[src/rtl/core/stfl_pkg.sv]
`timescale 1ns / 1ps
`default_nettype none

package stfl_pkg;

  // Table geometry. The slot and count widths below follow from MAX_SLOTS.
  localparam int MAX_SLOTS = 1024;
  localparam int VALUE_W   = 32;
  localparam int SLOT_W    = $clog2(MAX_SLOTS);
  localparam int CNT_W     = $clog2(MAX_SLOTS + 1);
  localparam int OP_W      = 2;
  localparam int STATUS_W  = 3;

  typedef enum logic [OP_W-1:0] {
    OP_INSERT = 2'd0,
    OP_REMOVE = 2'd1,
    OP_GROW   = 2'd2
  } op_t;

  typedef enum logic [STATUS_W-1:0] {
    ST_OK       = 3'd0,
    ST_FULL     = 3'd1,
    ST_BAD_SLOT = 3'd2,
    ST_MODE     = 3'd3,
    ST_SHRINK   = 3'd4
  } status_t;

  typedef enum logic [1:0] {
    S_IDLE,
    S_EXEC,
    S_MOVE,
    S_GROW
  } state_t;

  // One word of the link memory: the occupancy flag and the free-list link.
  typedef struct packed {
    logic             used;
    logic [CNT_W-1:0] next;
  } link_t;

  typedef struct packed {
    logic              re;
    logic [SLOT_W-1:0] addr;
  } mem_rd_t;

  typedef struct packed {
    logic              we;
    logic [SLOT_W-1:0] addr;
    link_t             data;
  } link_wr_t;

  typedef struct packed {
    logic               we;
    logic [SLOT_W-1:0]  addr;
    logic [VALUE_W-1:0] data;
  } store_wr_t;

endpackage

`default_nettype wire

[src/rtl/core/stfl_if.sv]
`timescale 1ns / 1ps
`default_nettype none

interface stfl_req_if;
  logic                       valid;
  logic                       ready;
  logic [stfl_pkg::OP_W-1:0]  opcode;
  logic [stfl_pkg::VALUE_W-1:0] entry_value;
  logic [stfl_pkg::SLOT_W-1:0] slot_index;
  logic [stfl_pkg::CNT_W-1:0] new_capacity;

  modport source (output valid, opcode, entry_value, slot_index, new_capacity,
                  input ready);
  modport sink (input valid, opcode, entry_value, slot_index, new_capacity,
                output ready);
endinterface

interface stfl_rsp_if;
  logic                          valid;
  logic                          ready;
  logic [stfl_pkg::SLOT_W-1:0]   assigned_slot;
  logic [stfl_pkg::VALUE_W-1:0]  removed_value;
  logic [stfl_pkg::SLOT_W-1:0]   moved_from;
  logic [stfl_pkg::SLOT_W-1:0]   moved_to;
  logic [stfl_pkg::CNT_W-1:0]    live_count;
  logic [stfl_pkg::STATUS_W-1:0] status;

  modport source (output valid, assigned_slot, removed_value, moved_from, moved_to,
                  live_count, status, input ready);
  modport sink (input valid, assigned_slot, removed_value, moved_from, moved_to,
                live_count, status, output ready);
endinterface

`default_nettype wire

[src/rtl/core/stfl_ctrl.sv]
`timescale 1ns / 1ps
`default_nettype none

// Request sequencer: issues the memory reads, checks the request against the
// returned words, writes the table back and holds the response register.
module stfl_ctrl (
  input  wire logic                         clk,
  input  wire logic                         rst,
  input  wire logic                         compact_mode,
  stfl_req_if.sink                          req,
  stfl_rsp_if.source                        rsp,
  output stfl_pkg::mem_rd_t                 link_rd,
  output stfl_pkg::mem_rd_t                 store_rd,
  input  wire stfl_pkg::link_t              link_rdata,
  input  wire logic [stfl_pkg::VALUE_W-1:0] store_rdata,
  output stfl_pkg::link_wr_t                link_wr,
  output stfl_pkg::store_wr_t               store_wr
);

  localparam int SW = stfl_pkg::SLOT_W;
  localparam int CW = stfl_pkg::CNT_W;
  localparam int VW = stfl_pkg::VALUE_W;

  stfl_pkg::state_t state, state_next;

  logic [CW-1:0] free_head, free_head_next;
  logic [CW-1:0] capacity, capacity_next;
  logic [CW-1:0] entry_count, entry_count_next;

  // Latched request.
  stfl_pkg::op_t op_q;
  logic [VW-1:0] val_q;
  logic [SW-1:0] ix_q;
  logic [CW-1:0] ncap_q;
  logic [CW-1:0] ncap_in;

  logic [CW-1:0] grow_idx;
  logic [CW-1:0] grow_idx_inc;
  logic          grow_last;
  logic          grow_step;
  logic [VW-1:0] rem_val_q;

  // Response register.
  logic                   out_valid;
  logic [SW-1:0]          out_slot, out_from, out_to;
  logic [VW-1:0]          out_removed;
  logic [CW-1:0]          out_live;
  stfl_pkg::status_t      out_status;

  logic                   push, fire, accept, out_free;
  logic [SW-1:0]          res_slot, res_from, res_to;
  logic [VW-1:0]          res_removed;
  stfl_pkg::status_t      res_status;

  logic          ins_fail, rem_fail, grow_mode_fail, grow_shrink, grow_walk;
  logic [CW-1:0] ix_wide, end_slot;

  assign accept   = req.valid && req.ready;
  assign out_free = !out_valid || rsp.ready;
  assign fire     = push && out_free;

  assign ncap_in = (req.new_capacity > CW'(stfl_pkg::MAX_SLOTS)) ?
                   CW'(stfl_pkg::MAX_SLOTS) : req.new_capacity;

  assign ix_wide  = CW'(ix_q);
  assign end_slot = entry_count - CW'(1);

  assign ins_fail = (entry_count >= capacity) || (free_head >= capacity) || link_rdata.used;
  assign rem_fail = (ix_wide >= capacity) || !link_rdata.used || (entry_count == '0) ||
                    (compact_mode && (ix_wide >= entry_count));
  assign grow_mode_fail = compact_mode && (entry_count != capacity);
  assign grow_shrink    = ncap_q < capacity;
  assign grow_walk      = ncap_q > capacity;

  assign grow_idx_inc = grow_idx + CW'(1);
  assign grow_last    = (grow_idx_inc == ncap_q);
  assign grow_step    = (state == stfl_pkg::S_GROW) && (!grow_last || out_free);

  // Next state.
  always_comb begin
    state_next = state;
    unique case (state)
      stfl_pkg::S_IDLE: begin
        if (accept) begin
          state_next = stfl_pkg::S_EXEC;
        end
      end
      stfl_pkg::S_EXEC: begin
        if ((op_q == stfl_pkg::OP_REMOVE) && !rem_fail && compact_mode) begin
          state_next = stfl_pkg::S_MOVE;
        end else if ((op_q == stfl_pkg::OP_GROW) && !grow_mode_fail && !grow_shrink &&
                     grow_walk) begin
          state_next = stfl_pkg::S_GROW;
        end else if (out_free) begin
          state_next = stfl_pkg::S_IDLE;
        end
      end
      stfl_pkg::S_MOVE: begin
        if (out_free) begin
          state_next = stfl_pkg::S_IDLE;
        end
      end
      stfl_pkg::S_GROW: begin
        if (grow_last && out_free) begin
          state_next = stfl_pkg::S_IDLE;
        end
      end
      default: state_next = stfl_pkg::S_IDLE;
    endcase
  end

  // Memory commands, response fields and next register values.
  always_comb begin
    req.ready        = 1'b0;
    link_rd          = '0;
    store_rd         = '0;
    link_wr          = '0;
    store_wr         = '0;
    push             = 1'b0;
    res_slot         = '0;
    res_removed      = '0;
    res_from         = '0;
    res_to           = '0;
    res_status       = stfl_pkg::ST_OK;
    free_head_next   = free_head;
    capacity_next    = capacity;
    entry_count_next = entry_count;
    unique case (state)
      stfl_pkg::S_IDLE: begin
        // Ready is always high here, so a valid request is taken this cycle.
        req.ready     = 1'b1;
        link_rd.re    = req.valid;
        link_rd.addr  = (stfl_pkg::op_t'(req.opcode) == stfl_pkg::OP_INSERT) ?
                        free_head[SW-1:0] : req.slot_index;
        store_rd.re   = req.valid;
        store_rd.addr = req.slot_index;
      end
      stfl_pkg::S_EXEC: begin
        unique case (op_q)
          stfl_pkg::OP_INSERT: begin
            push = 1'b1;
            if (ins_fail) begin
              res_status = stfl_pkg::ST_FULL;
            end else begin
              res_slot         = free_head[SW-1:0];
              store_wr         = '{we: 1'b1, addr: free_head[SW-1:0], data: val_q};
              link_wr          = '{we: 1'b1, addr: free_head[SW-1:0],
                                   data: '{used: 1'b1, next: link_rdata.next}};
              free_head_next   = link_rdata.next;
              entry_count_next = entry_count + CW'(1);
            end
          end
          stfl_pkg::OP_REMOVE: begin
            if (rem_fail) begin
              push       = 1'b1;
              res_status = stfl_pkg::ST_BAD_SLOT;
            end else if (!compact_mode) begin
              push             = 1'b1;
              res_removed      = store_rdata;
              link_wr          = '{we: 1'b1, addr: ix_q,
                                   data: '{used: 1'b0, next: free_head}};
              free_head_next   = ix_wide;
              entry_count_next = end_slot;
            end else begin
              // Fetch the last live entry; the gap is filled in the next step.
              store_rd = '{re: 1'b1, addr: end_slot[SW-1:0]};
            end
          end
          stfl_pkg::OP_GROW: begin
            if (grow_mode_fail) begin
              push       = 1'b1;
              res_status = stfl_pkg::ST_MODE;
            end else if (grow_shrink) begin
              push       = 1'b1;
              res_status = stfl_pkg::ST_SHRINK;
            end else if (!grow_walk) begin
              push = 1'b1;
            end
          end
          default: begin
            push = 1'b1;
          end
        endcase
      end
      stfl_pkg::S_MOVE: begin
        push             = 1'b1;
        res_removed      = rem_val_q;
        res_from         = end_slot[SW-1:0];
        res_to           = ix_q;
        store_wr         = '{we: 1'b1, addr: ix_q, data: store_rdata};
        link_wr          = '{we: 1'b1, addr: end_slot[SW-1:0],
                             data: '{used: 1'b0, next: free_head}};
        free_head_next   = end_slot;
        entry_count_next = end_slot;
      end
      stfl_pkg::S_GROW: begin
        link_wr = '{we: 1'b1, addr: grow_idx[SW-1:0],
                    data: '{used: 1'b0, next: (grow_last ? free_head : grow_idx_inc)}};
        if (grow_last) begin
          push           = 1'b1;
          free_head_next = capacity;
          capacity_next  = ncap_q;
        end
      end
      default: begin
        req.ready = 1'b0;
      end
    endcase
    // A finished request waits here until the response register frees up.
    if (push && !out_free) begin
      link_wr.we  = 1'b0;
      store_wr.we = 1'b0;
    end
  end

  always_ff @(posedge clk) begin
    if (rst) begin
      state       <= stfl_pkg::S_IDLE;
      free_head   <= CW'(stfl_pkg::MAX_SLOTS);
      capacity    <= '0;
      entry_count <= '0;
      out_valid   <= 1'b0;
    end else begin
      state <= state_next;
      if (fire) begin
        free_head   <= free_head_next;
        capacity    <= capacity_next;
        entry_count <= entry_count_next;
        out_valid   <= 1'b1;
      end else if (rsp.ready) begin
        out_valid <= 1'b0;
      end
    end
  end

  always_ff @(posedge clk) begin
    if (accept) begin
      op_q   <= stfl_pkg::op_t'(req.opcode);
      val_q  <= req.entry_value;
      ix_q   <= req.slot_index;
      ncap_q <= ncap_in;
    end
    if ((state == stfl_pkg::S_EXEC) && (state_next == stfl_pkg::S_GROW)) begin
      grow_idx <= capacity;
    end else if (grow_step) begin
      grow_idx <= grow_idx_inc;
    end
    if ((state == stfl_pkg::S_EXEC) && (state_next == stfl_pkg::S_MOVE)) begin
      rem_val_q <= store_rdata;
    end
    if (fire) begin
      out_slot    <= res_slot;
      out_removed <= res_removed;
      out_from    <= res_from;
      out_to      <= res_to;
      out_live    <= entry_count_next;
      out_status  <= res_status;
    end
  end

  assign rsp.valid         = out_valid;
  assign rsp.assigned_slot = out_slot;
  assign rsp.removed_value = out_removed;
  assign rsp.moved_from    = out_from;
  assign rsp.moved_to      = out_to;
  assign rsp.live_count    = out_live;
  assign rsp.status        = out_status;

endmodule

`default_nettype wire

[src/flat_wrapper.sv]
// flat-port wrapper written by rule: the top's interface ports become plain ports
module stfl_ctrl_flat 
  (clk, rst, compact_mode, link_rd, store_rd, link_rdata, store_rdata, link_wr, store_wr, req_valid, req_opcode, req_entry_value, req_slot_index, req_new_capacity, req_ready, rsp_valid, rsp_assigned_slot, rsp_removed_value, rsp_moved_from, rsp_moved_to, rsp_live_count, rsp_status, rsp_ready);
  stfl_req_if req_i ();
  stfl_rsp_if rsp_i ();
  input  wire logic clk;
  input  wire logic rst;
  input  wire logic compact_mode;
  output stfl_pkg::mem_rd_t link_rd;
  output stfl_pkg::mem_rd_t store_rd;
  input  wire stfl_pkg::link_t link_rdata;
  input  wire logic [stfl_pkg::VALUE_W-1:0] store_rdata;
  output stfl_pkg::link_wr_t link_wr;
  output stfl_pkg::store_wr_t store_wr;
  input wire logic [$bits(req_i.valid)-1:0] req_valid;
  input wire logic [$bits(req_i.opcode)-1:0] req_opcode;
  input wire logic [$bits(req_i.entry_value)-1:0] req_entry_value;
  input wire logic [$bits(req_i.slot_index)-1:0] req_slot_index;
  input wire logic [$bits(req_i.new_capacity)-1:0] req_new_capacity;
  output wire logic [$bits(req_i.ready)-1:0] req_ready;
  output wire logic [$bits(rsp_i.valid)-1:0] rsp_valid;
  output wire logic [$bits(rsp_i.assigned_slot)-1:0] rsp_assigned_slot;
  output wire logic [$bits(rsp_i.removed_value)-1:0] rsp_removed_value;
  output wire logic [$bits(rsp_i.moved_from)-1:0] rsp_moved_from;
  output wire logic [$bits(rsp_i.moved_to)-1:0] rsp_moved_to;
  output wire logic [$bits(rsp_i.live_count)-1:0] rsp_live_count;
  output wire logic [$bits(rsp_i.status)-1:0] rsp_status;
  input wire logic [$bits(rsp_i.ready)-1:0] rsp_ready;
  assign req_i.valid = req_valid;
  assign req_i.opcode = req_opcode;
  assign req_i.entry_value = req_entry_value;
  assign req_i.slot_index = req_slot_index;
  assign req_i.new_capacity = req_new_capacity;
  assign req_ready = req_i.ready;
  assign rsp_valid = rsp_i.valid;
  assign rsp_assigned_slot = rsp_i.assigned_slot;
  assign rsp_removed_value = rsp_i.removed_value;
  assign rsp_moved_from = rsp_i.moved_from;
  assign rsp_moved_to = rsp_i.moved_to;
  assign rsp_live_count = rsp_i.live_count;
  assign rsp_status = rsp_i.status;
  assign rsp_i.ready = rsp_ready;
  stfl_ctrl u_core (.clk(clk), .rst(rst), .compact_mode(compact_mode), .req(req_i), .rsp(rsp_i), .link_rd(link_rd), .store_rd(store_rd), .link_rdata(link_rdata), .store_rdata(store_rdata), .link_wr(link_wr), .store_wr(store_wr));
endmodule
[config.mk]
export PLATFORM = sky130hd
export DESIGN_NAME = stfl_ctrl_flat
export DESIGN_NICKNAME = d
export VERILOG_FILES = /design/src/rtl/core/stfl_pkg.sv /design/src/rtl/core/stfl_if.sv /design/src/rtl/core/stfl_ctrl.sv /design/src/flat_wrapper.sv
export SDC_FILE = /design/constraint.sdc
export NUM_CORES = 1
export LEC_CHECK = 0
export BUFFER_PORTS_ARGS = -buffer_cell sky130_fd_sc_hd__buf_2
export CELL_PAD_IN_SITES_DETAIL_PLACEMENT = 0
export CELL_PAD_IN_SITES_GLOBAL_PLACEMENT = 1
export CORE_UTILIZATION = 30
export CTS_BUF_LIST = sky130_fd_sc_hd__clkbuf_4
export CTS_CLUSTER_SIZE = 20
export DETAILED_ROUTE_END_ITERATION = 8
export PLACE_DENSITY = 0.57
export SLEW_MARGIN = 30
export SYNTH_ARGS = -nofsm -noshare
export SYNTH_HDL_FRONTEND = slang
export SYNTH_SLANG_ARGS = --single-unit
[constraint.sdc]
create_clock -name clk -period 5.7 [get_ports clk]
set_input_delay 0.57 -clock clk [delete_from_list [all_inputs] [get_ports clk]]
set_output_delay 0.57 -clock clk [all_outputs]
set_load 0.02 [all_outputs]
== Word level (Yosys, flattened, before mapping) ==
Cells that the tools add are included.
Widths: inputs -> output; s select.

* Register bits: 210
* Bits of input ports: 104

* $add $sub $neg: 3
* Order comparisons: 7
* Eq/ne operators: 14
* Multiplexer cells: 56
* Bitwise gates (word level): 2
* Reductions and logical operators: 38

{| class="wikitable"
|+ Operators with widths
! cell !! count
|-
| $mux 11 || 14
|-
| $mux 32 || 3
|-
| $pmux 11 s2 || 4
|-
| $mux 43 || 2
|-
| $pmux 43 s2 || 1
|-
| $mux 23 || 3
|-
| $pmux 23 s3 || 1
|-
| $pmux 32 s2 || 1
|-
| $pmux 23 s2 || 1
|-
| $pmux 11 s3 || 1
|-
| $add 11x1->11 const B || 2
|-
| $ge 10x11->1 || 2
|-
| $ge 11x11->1 || 2
|-
| $logic_and 1x1->1 || 14
|-
| $mux 1 || 12
|-
| $mux 2 || 6
|-
| $eq 11x11->1 || 1
|-
| $gt 11x11->1 || 1
|-
| $gt 11x11->1 const B || 1
|-
| $logic_not 11->1 || 1
|-
| $lt 11x11->1 || 1
|-
| $ne 11x11->1 || 1
|-
| $sub 11x1->11 const B || 1
|-
| $eq 2x2->1 const B || 5
|-
| 19 further kinds || 39
|}

== Longest topological paths before layout ==
* Depth after elaboration: 12
* Gate-level depth with buffers: 13
* Gate-level depth less buffers: 11

== Least setup slack after synthesis ==
OpenSTA, ideal clock, no wires.

* Path kind: register to register
* Start point: register u_core.grow_idx[0]
* End point: register u_core.rem_val_q[0], enable pin
* Library setup time: 0.421 ns
* Arrival time: 3.537 ns
* Setup slack: 1.742 ns
* Stages on the path, launching flop included: 10
* Path buffers: 1
* Clock period less this slack: 3.958 ns
* Path through: edfxtp_1 -> ha_1 -> buf_2 -> nand3_1 -> nor3_1 -> xor3_1 -> or3_1 -> nor4_1 -> o32ai_2 -> nor2_1

* Cells in the longest elaborated chain, start to end: 7

{| class="wikitable"
|+ Ends and longest elaborated chain
! element !! line !! text
|-
| start, declared || stfl_ctrl.sv:37 || <nowiki>logic [CW-1:0] grow_idx;</nowiki>
|-
| start signal, assigned || stfl_ctrl.sv:244 || <nowiki>grow_idx <= capacity;</nowiki>
|-
| start signal, assigned || stfl_ctrl.sv:246 || <nowiki>grow_idx <= grow_idx_inc;</nowiki>
|-
| $add 11x1->11 || stfl_ctrl.sv:75 || <nowiki>assign grow_idx_inc = grow_idx + CW'(1);</nowiki>
|-
| $eq 11x11->1 || stfl_ctrl.sv:76 || <nowiki>assign grow_last = (grow_idx_inc == ncap_q);</nowiki>
|-
| $logic_and 1x1->1 || stfl_ctrl.sv:104 || <nowiki>if (grow_last && out_free) begin</nowiki>
|-
| $mux 2 || stfl_ctrl.sv:104 ||
|-
| $pmux 2 s4 || stfl_ctrl.sv:82 || <nowiki>unique case (state)</nowiki>
|-
| $eq 2x2->1 || stfl_ctrl.sv:248 || <nowiki>if ((state == stfl_pkg::S_EXEC) && (state_next == stfl_pkg::S_MOVE)) begin</nowiki>
|-
| $logic_and 1x1->1 || stfl_ctrl.sv:248 ||
|-
| end signal, assigned || stfl_ctrl.sv:249 || <nowiki>rem_val_q <= store_rdata;</nowiki>
|-
| end, declared || stfl_ctrl.sv:41 || <nowiki>logic [VW-1:0] rem_val_q;</nowiki>
|}

Every way passes these cells.
A chain may end at the register's enable or synchronous reset.

==> results list <==
- Setup clock skew after layout: 0.0468 ns
- Cell area after synthesis: 12300 um^2
* CTS Buffer Depth: 3
* Number of DRC markers after the initial detailed-route iteration: 962
* Total Wirelength: 49700 um
- Portion of the clock cycle consumed by the worst path in the final layout: 86.1%
* Width of the die: 205 um
* Multi-input logic area: 5870 um^2
- The finished layout holds 2089 standard cells, fillers aside.
- In this run the count of I/O pins placed on the die edge is 270.
- After floorplanning, the core was sized to cover 40200 um^2.
- The area growth from synthesis to layout is 27.8%.
* Hold path start: req_new_capacity[2]
- Total congestion overflow after global routing: 0
- The worst setup path is captured at an output pin.
* Count of warnings emitted by yosys: 0
- The cell count after synthesis came out at 1167.
- R2r setup slk: 1.42 ns
- Depth of the worst hold-timing path: 2
- Leaving out fill and tap cells, the most frequent cell in the layout is sky130_fd_sc_hd__buf_2.
- The max-slew violation count came to 0.
- Result of the run: finished, final reports clean
- TritonCTS clock tree: built
- The die is 205 um tall.
- Area of the die: 42000 um^2
- Hold Slack: 0.0979 ns
- Overall routing resource usage: 23.1%
- The design draws 6.52 mW.
- Final-report setup violation count: 0
- TritonCTS Buffers: 58
- Gates resized during post-CTS repair numbered 0.
- Across the run, the number of max-cap violations was 0.
- Highest attainable clock frequency: 204 MHz
- Yosys mapped a number of flops with a built-in enable equal to 174.
- The worst hold path terminates at u_core.ncap_q[2].
- In the layout the commonest cells are 269 x sky130_fd_sc_hd__buf_2, 174 x sky130_fd_sc_hd__edfxtp_1, 92 x sky130_fd_sc_hd__clkbuf_4.
- Initial Utilization: 30.7%
- Critical Path Start: u_core.grow_idx[0]
- Critical path required time: 5.13 ns
- In this run the worst hold path is classified as in -> reg.
- Register area: 5950 um^2
* Number of I/O port buffers: 269
- Among all flip-flop cells after synthesis, the most frequent one is sky130_fd_sc_hd__edfxtp_1.
- Worst voltage drop across the vdd grid: 0.279 mV
- The clock reaches the later pin of the worst-skew pair after 0.80 ns.
- Summing all non-filler instances in the final layout gives an area of 15800 um^2.
- In the routed design, unresolved DRC markers number 0.
- The HPWL after detailed placement is 35600 um.
* Post-route antenna net violation count: 0
- Critical path class: reg -> out
- Accumulated negative setup slack: 0 ns
- PwrDens: 413 nW/um^2
* Share of cells above drive strength 1: 28.4%
- Detailed-route via count: 11100
- Yosys reg bits: 210
- On the critical path the largest part of the delay comes from simple AND/OR/NAND/NOR gates.
- Dividing the synthesized area by the synthesized cell count gives 10.6 um^2.
- Row count: 73
- Post-synthesis async set-or-reset flop share: 0%
- Critical path fanouts, max: 11
* Routed length per instance: 23.8 um
- CP max stage delay: 0.60 ns
- STA classifies the critical path startpoint as a register.
* Area after DPL: 14200 um^2
- CP max-delay cell: sky130_fd_sc_hd__or4_4
* Antenna violations before repair: 1
- Post-Synthesis Net Count: 1338
- Together, buffers and inverters on the worst path number 1.
- Placed cells: 1901
- Fillers: 4033
- Slew of the pin with the lowest slew margin: 0.949 ns
- The number of different library cells used by synthesis comes to 85.
- CTS sink count: 210
* Source of the worst register-to-register timing path: u_core.grow_idx[0]
* Net count of the finished layout: 1686
- Measured against its own limit, the worst slew margin works out to 36.3%.
- Setup repair after global routing left no endpoint under its margin.
- Traced cell by cell, the critical path runs through ha_1 > nand3_1 > nor3_1 > xor3_1 > or4_4 > and2_1 > a222oi_1 > nor2_1 > buf_2.
- After clock tree synthesis, the clock-pin slew on the worst setup and hold paths is 0.07 ns.
* Path depth of the worst reg2reg path: 9
* Last weighted congestion value of the routability-driven placer: 0.834
* Sequential cell area fraction in the yosys report: 48.2%
- Pin count of the biggest net entering global routing: 84
- Dividing the detail-routed via count by the number of cells gives 5.34.
- The worst register-to-register path ends at u_core.grow_idx[3].
* Clock tree root buffer cell: sky130_fd_sc_hd__clkbuf_4
* Static leakage: 6.06 nW
- The total count of hold-check failures in the final report came to 0.
- The smallest clock period supported by the final layout is computed as 4.91 ns.
* Vias in the first global route: 10600
- Number of detailed-route iterations in the first pass: 5
* Signal arrival time at the worst endpoint: 4.34 ns
- The first global-routing pass estimated 71000 um of wire.
* H-tree lvl count: 2
-- power breakdown --
part / switching, mW / internal, mW / leakage [nW]
Clock: 0.688 / 0.737 / 0.461
Combinational: 1.93 / 0.951 / 3.69
Sequential: 0.193 / 2.02 / 1.91
Total: 2.81 / 3.71 / 6.06
-- how the worst max path moves through the flow --
| stage | to | slack [ns] | cells past startpoint |
|---|---|---|---|
| after floorplan | u_core.rem_val_q[0] | 1.74 | 9 |
| after global placement | link_wr[0] | 1.33 | 9 |
| after CTS | link_wr[0] | 0.39 | 9 |
| after global routing | link_wr[0] | 0.46 | 9 |
| after detailed placement | link_wr[0] | 1.31 | 9 |
| final | link_wr[4] | 0.79 | 9 |
-- logic make-up (layout without fill, tap and decap cells) --
group           Yosys count  in the layout  synth area share [%]
xor+xnor                 30             30                  2.36
compound gates          317            317                  18.8
fa+ha+maj                67             67                  6.79
buf+inv                 137            533                  4.68
mux                      38             38                  3.58
other cells               0              1                     0
flops                   210            210                  48.2
simple gates            368            368                  15.6
-- per-layer routing --
metal  GRT usage [%]  wire [um]  vias up
li1                -          -     5145
met4            9.46       1670        0
met2            36.7      22900      487
met3            5.19       3750       88
met5               0          0        -
met1            30.3      21300     5427
-- area by class of cell --
class,instances,area share [%]
repair buffers,373,14.8
multi-input cells,820,37.2
clock inverters,16,0.500
flip-flops and latches,210,37.7
clock buffers,92,4.38
well taps,525,4.16
inverters,52,1.25
diodes,1,0.0159
-- synth_stat cells (5+ instances only) --
master / number / share of area, %
sky130_fd_sc_hd__nor2_1: 76 / 2.3
sky130_fd_sc_hd__o22ai_1: 6 / 0.30
sky130_fd_sc_hd__and3_1: 5 / 0.25
sky130_fd_sc_hd__mux2_2: 13 / 1.2
sky130_fd_sc_hd__xnor2_1: 17 / 1.2
sky130_fd_sc_hd__a211o_1: 5 / 0.35
sky130_fd_sc_hd__nand2_1: 86 / 2.6
sky130_fd_sc_hd__o211ai_1: 9 / 0.55
sky130_fd_sc_hd__dfxtp_1: 36 / 5.8
sky130_fd_sc_hd__a222oi_1: 11 / 0.89
sky130_fd_sc_hd__a31oi_1: 17 / 0.86
sky130_fd_sc_hd__edfxtp_1: 174 / 42
sky130_fd_sc_hd__nand2b_1: 14 / 0.71
sky130_fd_sc_hd__nor2b_1: 84 / 4.3
sky130_fd_sc_hd__a211oi_1: 17 / 1.0
sky130_fd_sc_hd__nor4_1: 9 / 0.46
sky130_fd_sc_hd__o31a_1: 8 / 0.57
sky130_fd_sc_hd__a21o_1: 6 / 0.36
sky130_fd_sc_hd__nor3_1: 20 / 0.81
sky130_fd_sc_hd__o32ai_1: 6 / 0.43
sky130_fd_sc_hd__o31ai_1: 6 / 0.36
sky130_fd_sc_hd__a22o_1: 5 / 0.35
sky130_fd_sc_hd__o21ai_0: 29 / 1.2
sky130_fd_sc_hd__a21oi_1: 45 / 1.8
sky130_fd_sc_hd__buf_2: 10 / 0.41
sky130_fd_sc_hd__or3_1: 5 / 0.25
sky130_fd_sc_hd__clkbuf_1: 65 / 2.0
sky130_fd_sc_hd__and2_1: 11 / 0.56
sky130_fd_sc_hd__ha_1: 67 / 6.8
sky130_fd_sc_hd__a22oi_1: 65 / 4.0
sky130_fd_sc_hd__mux2i_1: 16 / 1.3
sky130_fd_sc_hd__a221oi_1: 23 / 1.6
sky130_fd_sc_hd__inv_1: 50 / 1.5
sky130_fd_sc_hd__nand3_1: 20 / 0.81
sky130_fd_sc_hd__mux2_4: 9 / 1.1
sky130_fd_sc_hd__buf_4: 5 / 0.30
sky130_fd_sc_hd__o21a_1: 17 / 1.0
sky130_fd_sc_hd__xor2_1: 11 / 0.78
sky130_fd_sc_hd__nand4_1: 14 / 0.71
sky130_fd_sc_hd__a21boi_0: 10 / 0.61
-- state kept, by name (all words and copies together) (netlist names) --
name	cells
u_core.rem_val_q	32
u_core.rsp.removed_value	32
u_core.val_q	32
u_core.capacity	11
u_core.entry_count	11
u_core.free_head	11
u_core.grow_idx	11
u_core.ncap_q	11
u_core.rsp.live_count	11
u_core.ix_q	10
u_core.rsp.assigned_slot	10
u_core.rsp.moved_from	10
u_core.rsp.moved_to	10
u_core.rsp.status	3
u_core.op_q	2
u_core.state	2
u_core.rsp.valid	1
-- repair_timing --
action / in CTS / in global routing
setup buffers: 0 / 0
hold buffers: 79 / 0
endpoints found under the hold margin: 79 / 0
-- metrics by stage --
| stage | worst slack [ns] | utilization (%) |
|---|---|---|
| 6_report | 0.794 | 39.3 |
| 5_1_grt | 0.460 | 39.3 |
| 4_1_cts | 0.393 | 39.2 |
| 3_5_place_dp | 1.31 | 35.3 |
| 3_3_place_gp | 1.33 | 35.3 |
| 2_1_floorplan | 1.74 | - |
No activity file was read; power rests on OpenSTA's default activity.
